--- src/hdl/sha1mh_pkg.sv ---
`timescale 1ns / 1ps
// ----------------------------------------------------------------------------
// sha1mh_pkg
// Constants and types shared by the SHA-1 message hasher.
// ----------------------------------------------------------------------------
package sha1mh_pkg;

    localparam int WordWidth   = 32;
    localparam int ByteWidth   = 8;
    localparam int WindowDepth = 16;
    localparam int HashWords   = 5;
    localparam int LengthWidth = 64;
    localparam int RoundCount  = 80;

    localparam logic [WordWidth-1:0] K_ROUND_0 = 32'h5a827999;
    localparam logic [WordWidth-1:0] K_ROUND_1 = 32'h6ed9eba1;
    localparam logic [WordWidth-1:0] K_ROUND_2 = 32'h8f1bbcdc;
    localparam logic [WordWidth-1:0] K_ROUND_3 = 32'hca62c1d6;

    localparam logic [0:HashWords-1][WordWidth-1:0] H_INIT = {
        32'h67452301, 32'hefcdab89, 32'h98badcfe, 32'h10325476, 32'hc3d2e1f0
    };

    localparam logic [ByteWidth-1:0] PAD_ONE_BYTE  = 8'h80;
    localparam logic [ByteWidth-1:0] PAD_ZERO_BYTE = 8'h00;
    localparam logic [5:0]           LEN_FIELD_POS = 6'd56;

    typedef enum logic [4:0] {
        ST_IDLE  = 5'b00001,
        ST_ROUND = 5'b00010,
        ST_FINAL = 5'b00100,
        ST_PAD   = 5'b01000,
        ST_OUT   = 5'b10000
    } sha1mh_state_t;

    typedef logic [0:WindowDepth-1][WordWidth-1:0] window_t;
    typedef logic [0:HashWords-1][WordWidth-1:0]   hash_t;

endpackage

--- src/hdl/sha1_message_hasher_unit.sv ---
`timescale 1ns / 1ps
// ----------------------------------------------------------------------------
// sha1_message_hasher_unit
// Streaming SHA-1 engine: message bytes in, five digest words out per message.
// ----------------------------------------------------------------------------
// One message byte beat is taken per cycle while s_tready is high. Each time 64
// bytes are held, the block is compressed by one round unit in 80 rounds, one
// round per cycle, and the result is then folded into the hash in ST_FINAL;
// s_tready is low throughout. At end of message the 9 to 72 pad and length
// bytes go into the block one per cycle, apart from the compression between
// them when padding spills into a second block (one or two compressions), then
// the five digest words leave as five beats, H0 first, tlast on H4.
// ----------------------------------------------------------------------------
module sha1_message_hasher_unit
    import sha1mh_pkg::*;
(
    input  logic        aclk,
    input  logic        aresetn,
    input  logic        s_tvalid,
    output logic        s_tready,
    input  logic [7:0]  s_tdata,   // [7:0] message_byte
    input  logic        s_tlast,   // end_of_message
    input  logic [0:0]  s_tuser,   // [0] has_byte
    output logic        m_tvalid,
    input  logic        m_tready,
    output logic [31:0] m_tdata,   // [31:0] digest_word
    output logic        m_tlast    // last_word
);

    sha1mh_state_t state_reg, state_next;

    window_t                 win_reg, win_next;
    hash_t                   hash_reg, hash_next;
    logic [WordWidth-1:0]    a_reg, b_reg, c_reg, d_reg, e_reg;
    logic [WordWidth-1:0]    a_next, b_next, c_next, d_next, e_next;
    logic [LengthWidth-1:0]  bitlen_reg, bitlen_next;
    logic [5:0]              fill_reg, fill_next;
    logic [6:0]              round_reg, round_next;
    logic [2:0]              out_idx_reg, out_idx_next;
    logic                    pad_mode_reg, pad_mode_next;
    logic                    pad_one_reg, pad_one_next;
    logic                    len_phase_reg, len_phase_next;
    logic                    pad_done_reg, pad_done_next;

    logic                    s_beat, m_beat;
    logic [ByteWidth-1:0]    pad_byte;
    logic                    pad_in_len;
    logic [WordWidth-1:0]    w_mix, w_cur, f_val, k_val, t_sum;

    assign s_tready = (state_reg == ST_IDLE);
    assign s_beat   = s_tvalid && s_tready;
    assign m_tvalid = (state_reg == ST_OUT);
    assign m_beat   = m_tvalid && m_tready;
    assign m_tdata  = hash_reg[out_idx_reg];
    assign m_tlast  = (out_idx_reg == 3'(HashWords - 1));

    // round unit
    always_comb begin
        w_mix = win_reg[13] ^ win_reg[8] ^ win_reg[2] ^ win_reg[0];
        w_cur = (round_reg < 7'd16) ? win_reg[0] : {w_mix[30:0], w_mix[31]};
        if (round_reg < 7'd20) begin
            f_val = (b_reg & c_reg) ^ (~b_reg & d_reg);
            k_val = K_ROUND_0;
        end else if (round_reg < 7'd40) begin
            f_val = b_reg ^ c_reg ^ d_reg;
            k_val = K_ROUND_1;
        end else if (round_reg < 7'd60) begin
            f_val = (b_reg & c_reg) ^ (b_reg & d_reg) ^ (c_reg & d_reg);
            k_val = K_ROUND_2;
        end else begin
            f_val = b_reg ^ c_reg ^ d_reg;
            k_val = K_ROUND_3;
        end
        t_sum = {a_reg[26:0], a_reg[31:27]} + f_val + e_reg + k_val + w_cur;
    end

    // pad byte source
    assign pad_in_len = !pad_one_reg && (len_phase_reg || fill_reg == LEN_FIELD_POS);
    always_comb begin
        if (pad_one_reg) begin
            pad_byte = PAD_ONE_BYTE;
        end else if (pad_in_len) begin
            pad_byte = bitlen_reg[LengthWidth-1 -: ByteWidth];
        end else begin
            pad_byte = PAD_ZERO_BYTE;
        end
    end

    always_comb begin
        state_next     = state_reg;
        win_next       = win_reg;
        hash_next      = hash_reg;
        a_next         = a_reg;
        b_next         = b_reg;
        c_next         = c_reg;
        d_next         = d_reg;
        e_next         = e_reg;
        bitlen_next    = bitlen_reg;
        fill_next      = fill_reg;
        round_next     = round_reg;
        out_idx_next   = out_idx_reg;
        pad_mode_next  = pad_mode_reg;
        pad_one_next   = pad_one_reg;
        len_phase_next = len_phase_reg;
        pad_done_next  = pad_done_reg;

        case (state_reg)
            ST_IDLE: begin
                if (s_beat) begin
                    if (s_tuser[0]) begin
                        win_next    = {win_reg[0][23:0], win_reg[1:WindowDepth-1], s_tdata};
                        fill_next   = fill_reg + 6'd1;
                        bitlen_next = bitlen_reg + 64'd8;
                    end
                    if (s_tlast) begin
                        pad_mode_next = 1'b1;
                        pad_one_next  = 1'b1;
                    end
                    if (s_tuser[0] && fill_reg == 6'd63) begin
                        state_next = ST_ROUND;
                        round_next = '0;
                        {a_next, b_next, c_next, d_next, e_next} = hash_reg;
                    end else if (s_tlast) begin
                        state_next = ST_PAD;
                    end
                end
            end
            ST_PAD: begin
                win_next     = {win_reg[0][23:0], win_reg[1:WindowDepth-1], pad_byte};
                fill_next    = fill_reg + 6'd1;
                pad_one_next = 1'b0;
                if (pad_in_len) begin
                    bitlen_next    = {bitlen_reg[LengthWidth-ByteWidth-1:0], PAD_ZERO_BYTE};
                    len_phase_next = 1'b1;
                end
                if (fill_reg == 6'd63) begin
                    pad_done_next = pad_in_len;
                    state_next    = ST_ROUND;
                    round_next    = '0;
                    {a_next, b_next, c_next, d_next, e_next} = hash_reg;
                end
            end
            ST_ROUND: begin
                win_next   = {win_reg[1:WindowDepth-1], w_cur};
                e_next     = d_reg;
                d_next     = c_reg;
                c_next     = {b_reg[1:0], b_reg[31:2]};
                b_next     = a_reg;
                a_next     = t_sum;
                round_next = round_reg + 7'd1;
                if (round_reg == 7'(RoundCount - 1)) begin
                    state_next = ST_FINAL;
                    round_next = '0;
                end
            end
            ST_FINAL: begin
                hash_next[0] = hash_reg[0] + a_reg;
                hash_next[1] = hash_reg[1] + b_reg;
                hash_next[2] = hash_reg[2] + c_reg;
                hash_next[3] = hash_reg[3] + d_reg;
                hash_next[4] = hash_reg[4] + e_reg;
                if (pad_done_reg) begin
                    state_next   = ST_OUT;
                    out_idx_next = '0;
                end else if (pad_mode_reg) begin
                    state_next = ST_PAD;
                end else begin
                    state_next = ST_IDLE;
                end
            end
            ST_OUT: begin
                if (m_beat) begin
                    out_idx_next = out_idx_reg + 3'd1;
                    if (m_tlast) begin
                        state_next     = ST_IDLE;
                        hash_next      = H_INIT;
                        bitlen_next    = '0;
                        fill_next      = '0;
                        out_idx_next   = '0;
                        pad_mode_next  = 1'b0;
                        pad_one_next   = 1'b0;
                        len_phase_next = 1'b0;
                        pad_done_next  = 1'b0;
                    end
                end
            end
            default: begin
                state_next = ST_IDLE;
            end
        endcase
    end

    always_ff @(posedge aclk) begin
        if (!aresetn) begin
            state_reg     <= ST_IDLE;
            hash_reg      <= H_INIT;
            bitlen_reg    <= '0;
            fill_reg      <= '0;
            round_reg     <= '0;
            out_idx_reg   <= '0;
            pad_mode_reg  <= 1'b0;
            pad_one_reg   <= 1'b0;
            len_phase_reg <= 1'b0;
            pad_done_reg  <= 1'b0;
        end else begin
            state_reg     <= state_next;
            hash_reg      <= hash_next;
            bitlen_reg    <= bitlen_next;
            fill_reg      <= fill_next;
            round_reg     <= round_next;
            out_idx_reg   <= out_idx_next;
            pad_mode_reg  <= pad_mode_next;
            pad_one_reg   <= pad_one_next;
            len_phase_reg <= len_phase_next;
            pad_done_reg  <= pad_done_next;
        end
    end

    always_ff @(posedge aclk) begin
        win_reg <= win_next;
        a_reg   <= a_next;
        b_reg   <= b_next;
        c_reg   <= c_next;
        d_reg   <= d_next;
        e_reg   <= e_next;
    end

    // checks
    a_no_overlap: assert property (@(posedge aclk) disable iff (!aresetn)
        !(s_tready && m_tvalid))
        else $error("input and output open at once");

    a_round_range: assert property (@(posedge aclk) disable iff (!aresetn)
        (state_reg == ST_ROUND) |-> (round_reg < 7'(RoundCount)))
        else $error("round counter out of range");

    a_round_end: assert property (@(posedge aclk) disable iff (!aresetn)
        (state_reg == ST_ROUND && round_reg == 7'(RoundCount - 1)) |=> (state_reg == ST_FINAL))
        else $error("compression did not finish after last round");

    a_digest_done: assert property (@(posedge aclk) disable iff (!aresetn)
        (m_beat && m_tlast) |=> (s_tready && fill_reg == 6'd0 && bitlen_reg == '0))
        else $error("engine not rearmed after digest");

    a_out_block_aligned: assert property (@(posedge aclk) disable iff (!aresetn)
        (state_reg == ST_OUT) |-> (fill_reg == 6'd0 && pad_done_reg))
        else $error("digest sent before padding completed");

endmodule

--- config.mk ---
export PLATFORM = sky130hd
export DESIGN_NAME = sha1_message_hasher_unit
export DESIGN_NICKNAME = d
export VERILOG_FILES = /design/src/hdl/sha1mh_pkg.sv /design/src/hdl/sha1_message_hasher_unit.sv
export SDC_FILE = /design/constraint.sdc
export NUM_CORES = 2
export LEC_CHECK = 0
export BUFFER_PORTS_ARGS = -buffer_cell sky130_fd_sc_hd__buf_2
export CORE_AREA = 2 2 374 376
export DETAILED_ROUTE_END_ITERATION = 10
export DIE_AREA = 0 0 376 378
export PLACE_DENSITY = 0.6
export SLEW_MARGIN = 20
export SYNTH_ARGS = -nofsm -noshare
export SYNTH_HDL_FRONTEND = slang
export SYNTH_SLANG_ARGS = --single-unit
--- constraint.sdc ---
create_clock -name aclk -period 61.2 [get_ports aclk]
set_input_delay 9.18 -clock aclk [delete_from_list [all_inputs] [get_ports aclk]]
set_output_delay 9.18 -clock aclk [all_outputs]
set_load 0.05 [all_outputs]
### Yosys cells after proc, flatten, opt, wreduce, memory -nomap -nowiden

Cells that the tools add are included.

* bitwise logic cells: 14
* eq/ne operators: 20
* add/subtract/negate cells: 13
* mux-type cells: 78
* $lt $le $gt $ge: 5
* reduce and logical (&&, ||, !) cells: 22

Operators with widths (number)
* $pmux 512 s3: 1
* $mux 512: 2
* $mux 32: 23
* $pmux 32 s3: 5
* $mux 160: 2
* $mux 64: 5
* $pmux 160 s2: 1
* $add 32x32->32: 9
* $xor 32x32->32: 8
* $pmux 64 s3: 1
* $and 32x32->32: 4
* $bmux 32 s3: 1
* $add 64x4->64 const B: 1
* $mux 5: 8
* $not 32->32: 1
* $mux 31: 1
* $mux 7: 4
* $pmux 5 s5: 1
* $mux 6: 4
* $pmux 7 s3: 1
* $pmux 6 s3: 1
* $mux 8: 2
* $reduce_and 5->1: 3
* $lt 7x5->1 const B: 2
* 31 further kinds: 61

* flip-flop bits (word level): 921
* output and inout bits: 35
* word-level logic and storage cells: 187

### Logic depth before layout (Yosys ltp)

* depth in word-level cells: 11
* gate-level depth with buffers: 25

### Least setup slack after synthesis

OpenSTA, ideal clock, no wires.

* kind: in2reg
* start: input port s_tvalid
* end: register win_reg[0] in the netlist's numbering, enable pin
* cell stages on the path: 2
* path buffers: 0
* library setup time: 1.563 ns
* path slack: 25.815 ns
* arrival time: 33.822 ns
* required time: 59.637 ns
* cells stage by stage: a21oi_1 -> a21oi_1

* word-level cells in the longest chain between the ends: 3

Ends and longest elaborated chain
* from (decl): line sha1_message_hasher_unit.sv:19 `input logic s_tvalid,`
* $logic_and 1x1->1: line sha1_message_hasher_unit.sv:51 `assign s_beat = s_tvalid && s_tready;`
* $ne 2x1->1 (no line)
* $reduce_and 3->1 (no line)
* to (signal assigned): line sha1_message_hasher_unit.sv:220 `win_reg <= win_next;`
* to (decl): line sha1_message_hasher_unit.sv:32 `window_t win_reg, win_next;`

Every way passes these cells.
A chain may end at the register's enable or synchronous reset.

### Worst setup path in the final report

* start: input port s_tuser
* end: register win_reg[317] in the netlist's numbering, enable pin

* word-level cells in the longest chain between the ends: 2

Ends and longest elaborated chain
* from (decl): line sha1_message_hasher_unit.sv:23 `input logic [0:0] s_tuser,`
* $ne 2x1->1 (no line)
* $reduce_and 3->1 (no line)

Every way passes these cells.

==> key figures <==
Routing
  – M1 WL: 67.8 mm
  – Drt initial violations: 4074
  – Wire length on met2: 67.1 mm
  – Final ANT Viol Nets: 0
  – Total number of vias: 41.6k
  – Total Wirelength: 148 mm
  – Met3 wire length: 8.23 mm
  – Post-DR vias/cell: 5.38
  – Pre-antenna DRT Iters: 6
  – DRC viols: 0
  – WL/cell: 19.2 um
  – Max layer used: met4

Finish
  – Multi-input gate area: 26400 um^2
  – Fin nets: 6181
  – Post-layout instance area: 58600 um^2
  – FF+latch area: 25100 um^2
  – Most frequent cells in the layout: nand2_1 (2138), edfxtp_1 (672), o21ai_0 (311)
  – Layout fillers: 13.5k
  – Final core occ: 0.423
  – Layout cell share with drive strength beyond 1: 0.0557
  – Area grow syn2layout: 9.74%
  – Most common cell after layout, fill and taps aside: nand2_1
  – Antenna diodes: 0
  – Max reg flops: 512
  – Final Non-Filler Cells: 7731

Worst setup path
  – Startpoint class of the critical path: input port
  – WS Path Type: in -> reg
  – Worst setup EP type: register
  – Crit Path Max Fanout: 81
  – CP Data Required Time: 61.51 ns
  – Crit path DAT: 13.03 ns

Floorplanning
  – I/O pin cnt: 49
  – Die area: 142000 um^2
  – # rows: 137
  – Core area: 139000 um^2
  – Chip height: 378 um
  – Die W: 376 um
  – Initial core utilization: 0.386

Synth
  – Yosys cell types: 92
  – Async set-or-reset flop fraction in the synthesized netlist: 0
  – Yosys warns: 0
  – Synth Net Count: 6255
  – EDFF count, synth: 672
  – Register area share after synthesis: 0.470
  – Mapped Cells: 5919
  – Mean post-synth cell area: 9.03 um^2
  – Synthesized cell area: 53400 um^2
  – Ys flop type: edfxtp_1
  – Seq cells post-synth: 918

Clocking
  – Clock slew at reported path FFs: 0.06 ns
  – Clock Latency Late Sink: 0.72 ns
  – Clock sinks: 918
  – Post-CTS setup buffer count: 0
  – Hold Buf Count CTS: 0
  – CTS Root Cell: clkbuf_16
  – CTS tree: done
  – H-tree Lvls: 3
  – CTS resizes: 0
  – Deepest clock path buffer count: 3
  – CTS Buf Count: 100

GRT
  – GRT overflow: 0
  – First-pass GRT wire length: 229 mm
  – Largest net degree at the start of global routing: 230
  – Number of antenna violations at the first check in global routing: 3
  – Total track usage: 0.205
  – Vias in the first global route: 39.6k

Run
  – Max cap viols: 0

Power and ir drop
  – Lkg Pwr: 24.2 nW
  – VDD IR max: 0.0000268 V
  – Pwr Total: 2.11 mW
  – Pwr dens: 36.0 nW/um^2

STA
  – TNS Setup: 0 ns
  – Worst setup margin: 48.48 ns
  – Worst slew margin: 0.253
  – Worst Skew: 0.0324 ns
  – Hold Vio Cnt, Final: 0
  – Highest Clock Rate: 78.6 MHz
  – RSZ-0062 raised after global routing: false
  – Slew Viols, Final: 0
  – Tightest Pin Transition: 1.12 ns
  – Final setup viols: 0
  – Fin crit share: 0.208
  – Clock period minus worst slack: 12.72 ns
  – WHS: 0.475 ns

Place
  – Pre-CTS setup slack: 47.75 ns
  – DP Area: 55400 um^2
  – Buffers on Ports: 48
  – GP Congestion: 0.945
  – Dpl cells: 7550
  – Post-DP HPWL: 102 mm

Min path
  – Worst hold path type: reg -> reg

Status
  – Outcome: finished clean
area by class of cell:
cell class / instances / area share
Inverter: 238 / 0.0153
Multi-Input combinational cell: 4481 / 0.450
Clock buffer: 122 / 0.0450
Clock inverter: 59 / 0.0104
Tap cell: 1807 / 0.0386
Sequential cell: 918 / 0.428
Timing Repair Buffer: 106 / 0.0122
worst paths after layout:
kind / startpoint / slack (ns) / to / cells after the start
setup / recovery: s_tuser / 48.48 / win_reg[317] / 7
hold / removal: out_idx_reg[1] / 0.47 / out_idx_reg[1] / 2
setup reg to reg: round_reg[5] / 53.47 / a_reg[19] / 24
hold reg to reg: out_idx_reg[1] / 0.47 / out_idx_reg[1] / 2
report_power, final:
| part | internal (mW) | switching (mW) | total [mW] | leakage [nW] |
|---|---|---|---|---|
| Combinational | 0.196 | 0.328 | 0.524 | 14.3 |
| Sequential | 0.881 | 0.0933 | 0.974 | 8.40 |
| Clock | 0.349 | 0.264 | 0.613 | 1.58 |
| Total | 1.43 | 0.686 | 2.11 | 24.2 |
per-layer routing:
metal  global-route usage  up-vias
li1                     -    20100
met4               0.0690        0
met1                0.288    20100
met3               0.0306      247
met5                    0        -
met2                0.323     1169
cells by family (layout without fill, tap and decap cells):
| family | after synthesis | after routing | synth area share |
|---|---|---|---|
| AND/OR/NAND/NOR | 2776 | 2776 | 0.214 |
| AO/OA/AOI/OAI | 1037 | 1037 | 0.122 |
| flip-flops | 918 | 918 | 0.470 |
| buffers and inverters | 520 | 525 | 0.0370 |
| adder cells (fa/ha/maj) | 322 | 322 | 0.0929 |
| XOR/XNOR | 274 | 274 | 0.0449 |
| multiplexers | 72 | 72 | 0.0196 |
cells in the mapped netlist (all sizes together), types with 10 or more instances:
cell type / count / area share
inv: 238 / 0.017
buf: 23 / 0.0021
a221o: 22 / 0.0041
a21o: 96 / 0.013
a21boi: 16 / 0.0022
nor2: 227 / 0.016
o31ai: 20 / 0.0029
ha: 197 / 0.046
and2: 56 / 0.0066
nor4: 19 / 0.0026
nand4: 25 / 0.0029
a31oi: 33 / 0.0039
a221oi: 16 / 0.0030
o21a: 33 / 0.0046
nand2: 2142 / 0.15
nor3b: 11 / 0.0016
fa: 125 / 0.047
xor2: 73 / 0.012
and3: 30 / 0.0036
nand2b: 26 / 0.0030
o21ai: 326 / 0.031
a211oi: 11 / 0.0015
or3: 13 / 0.0016
clkbuf: 259 / 0.018
o221ai: 14 / 0.0023
a21oi: 228 / 0.021
nor2b: 75 / 0.0088
mux4: 26 / 0.011
mux2i: 46 / 0.0086
nand3: 73 / 0.0070
dfxtp: 246 / 0.092
nor3: 44 / 0.0041
edfxtp: 672 / 0.38
xnor2: 201 / 0.033
a22oi: 63 / 0.0088
o21bai: 24 / 0.0034
or2: 10 / 0.0012
o22ai: 66 / 0.0077
critical path: stages:
cell and delay, ns:
buf_2 0.11, a21oi_1 0.11, a21oi_4 0.20, buf_4 0.63
buf_4 0.82, buf_4 0.84, buf_4 0.92
Power figures use the tool's default switching activity.
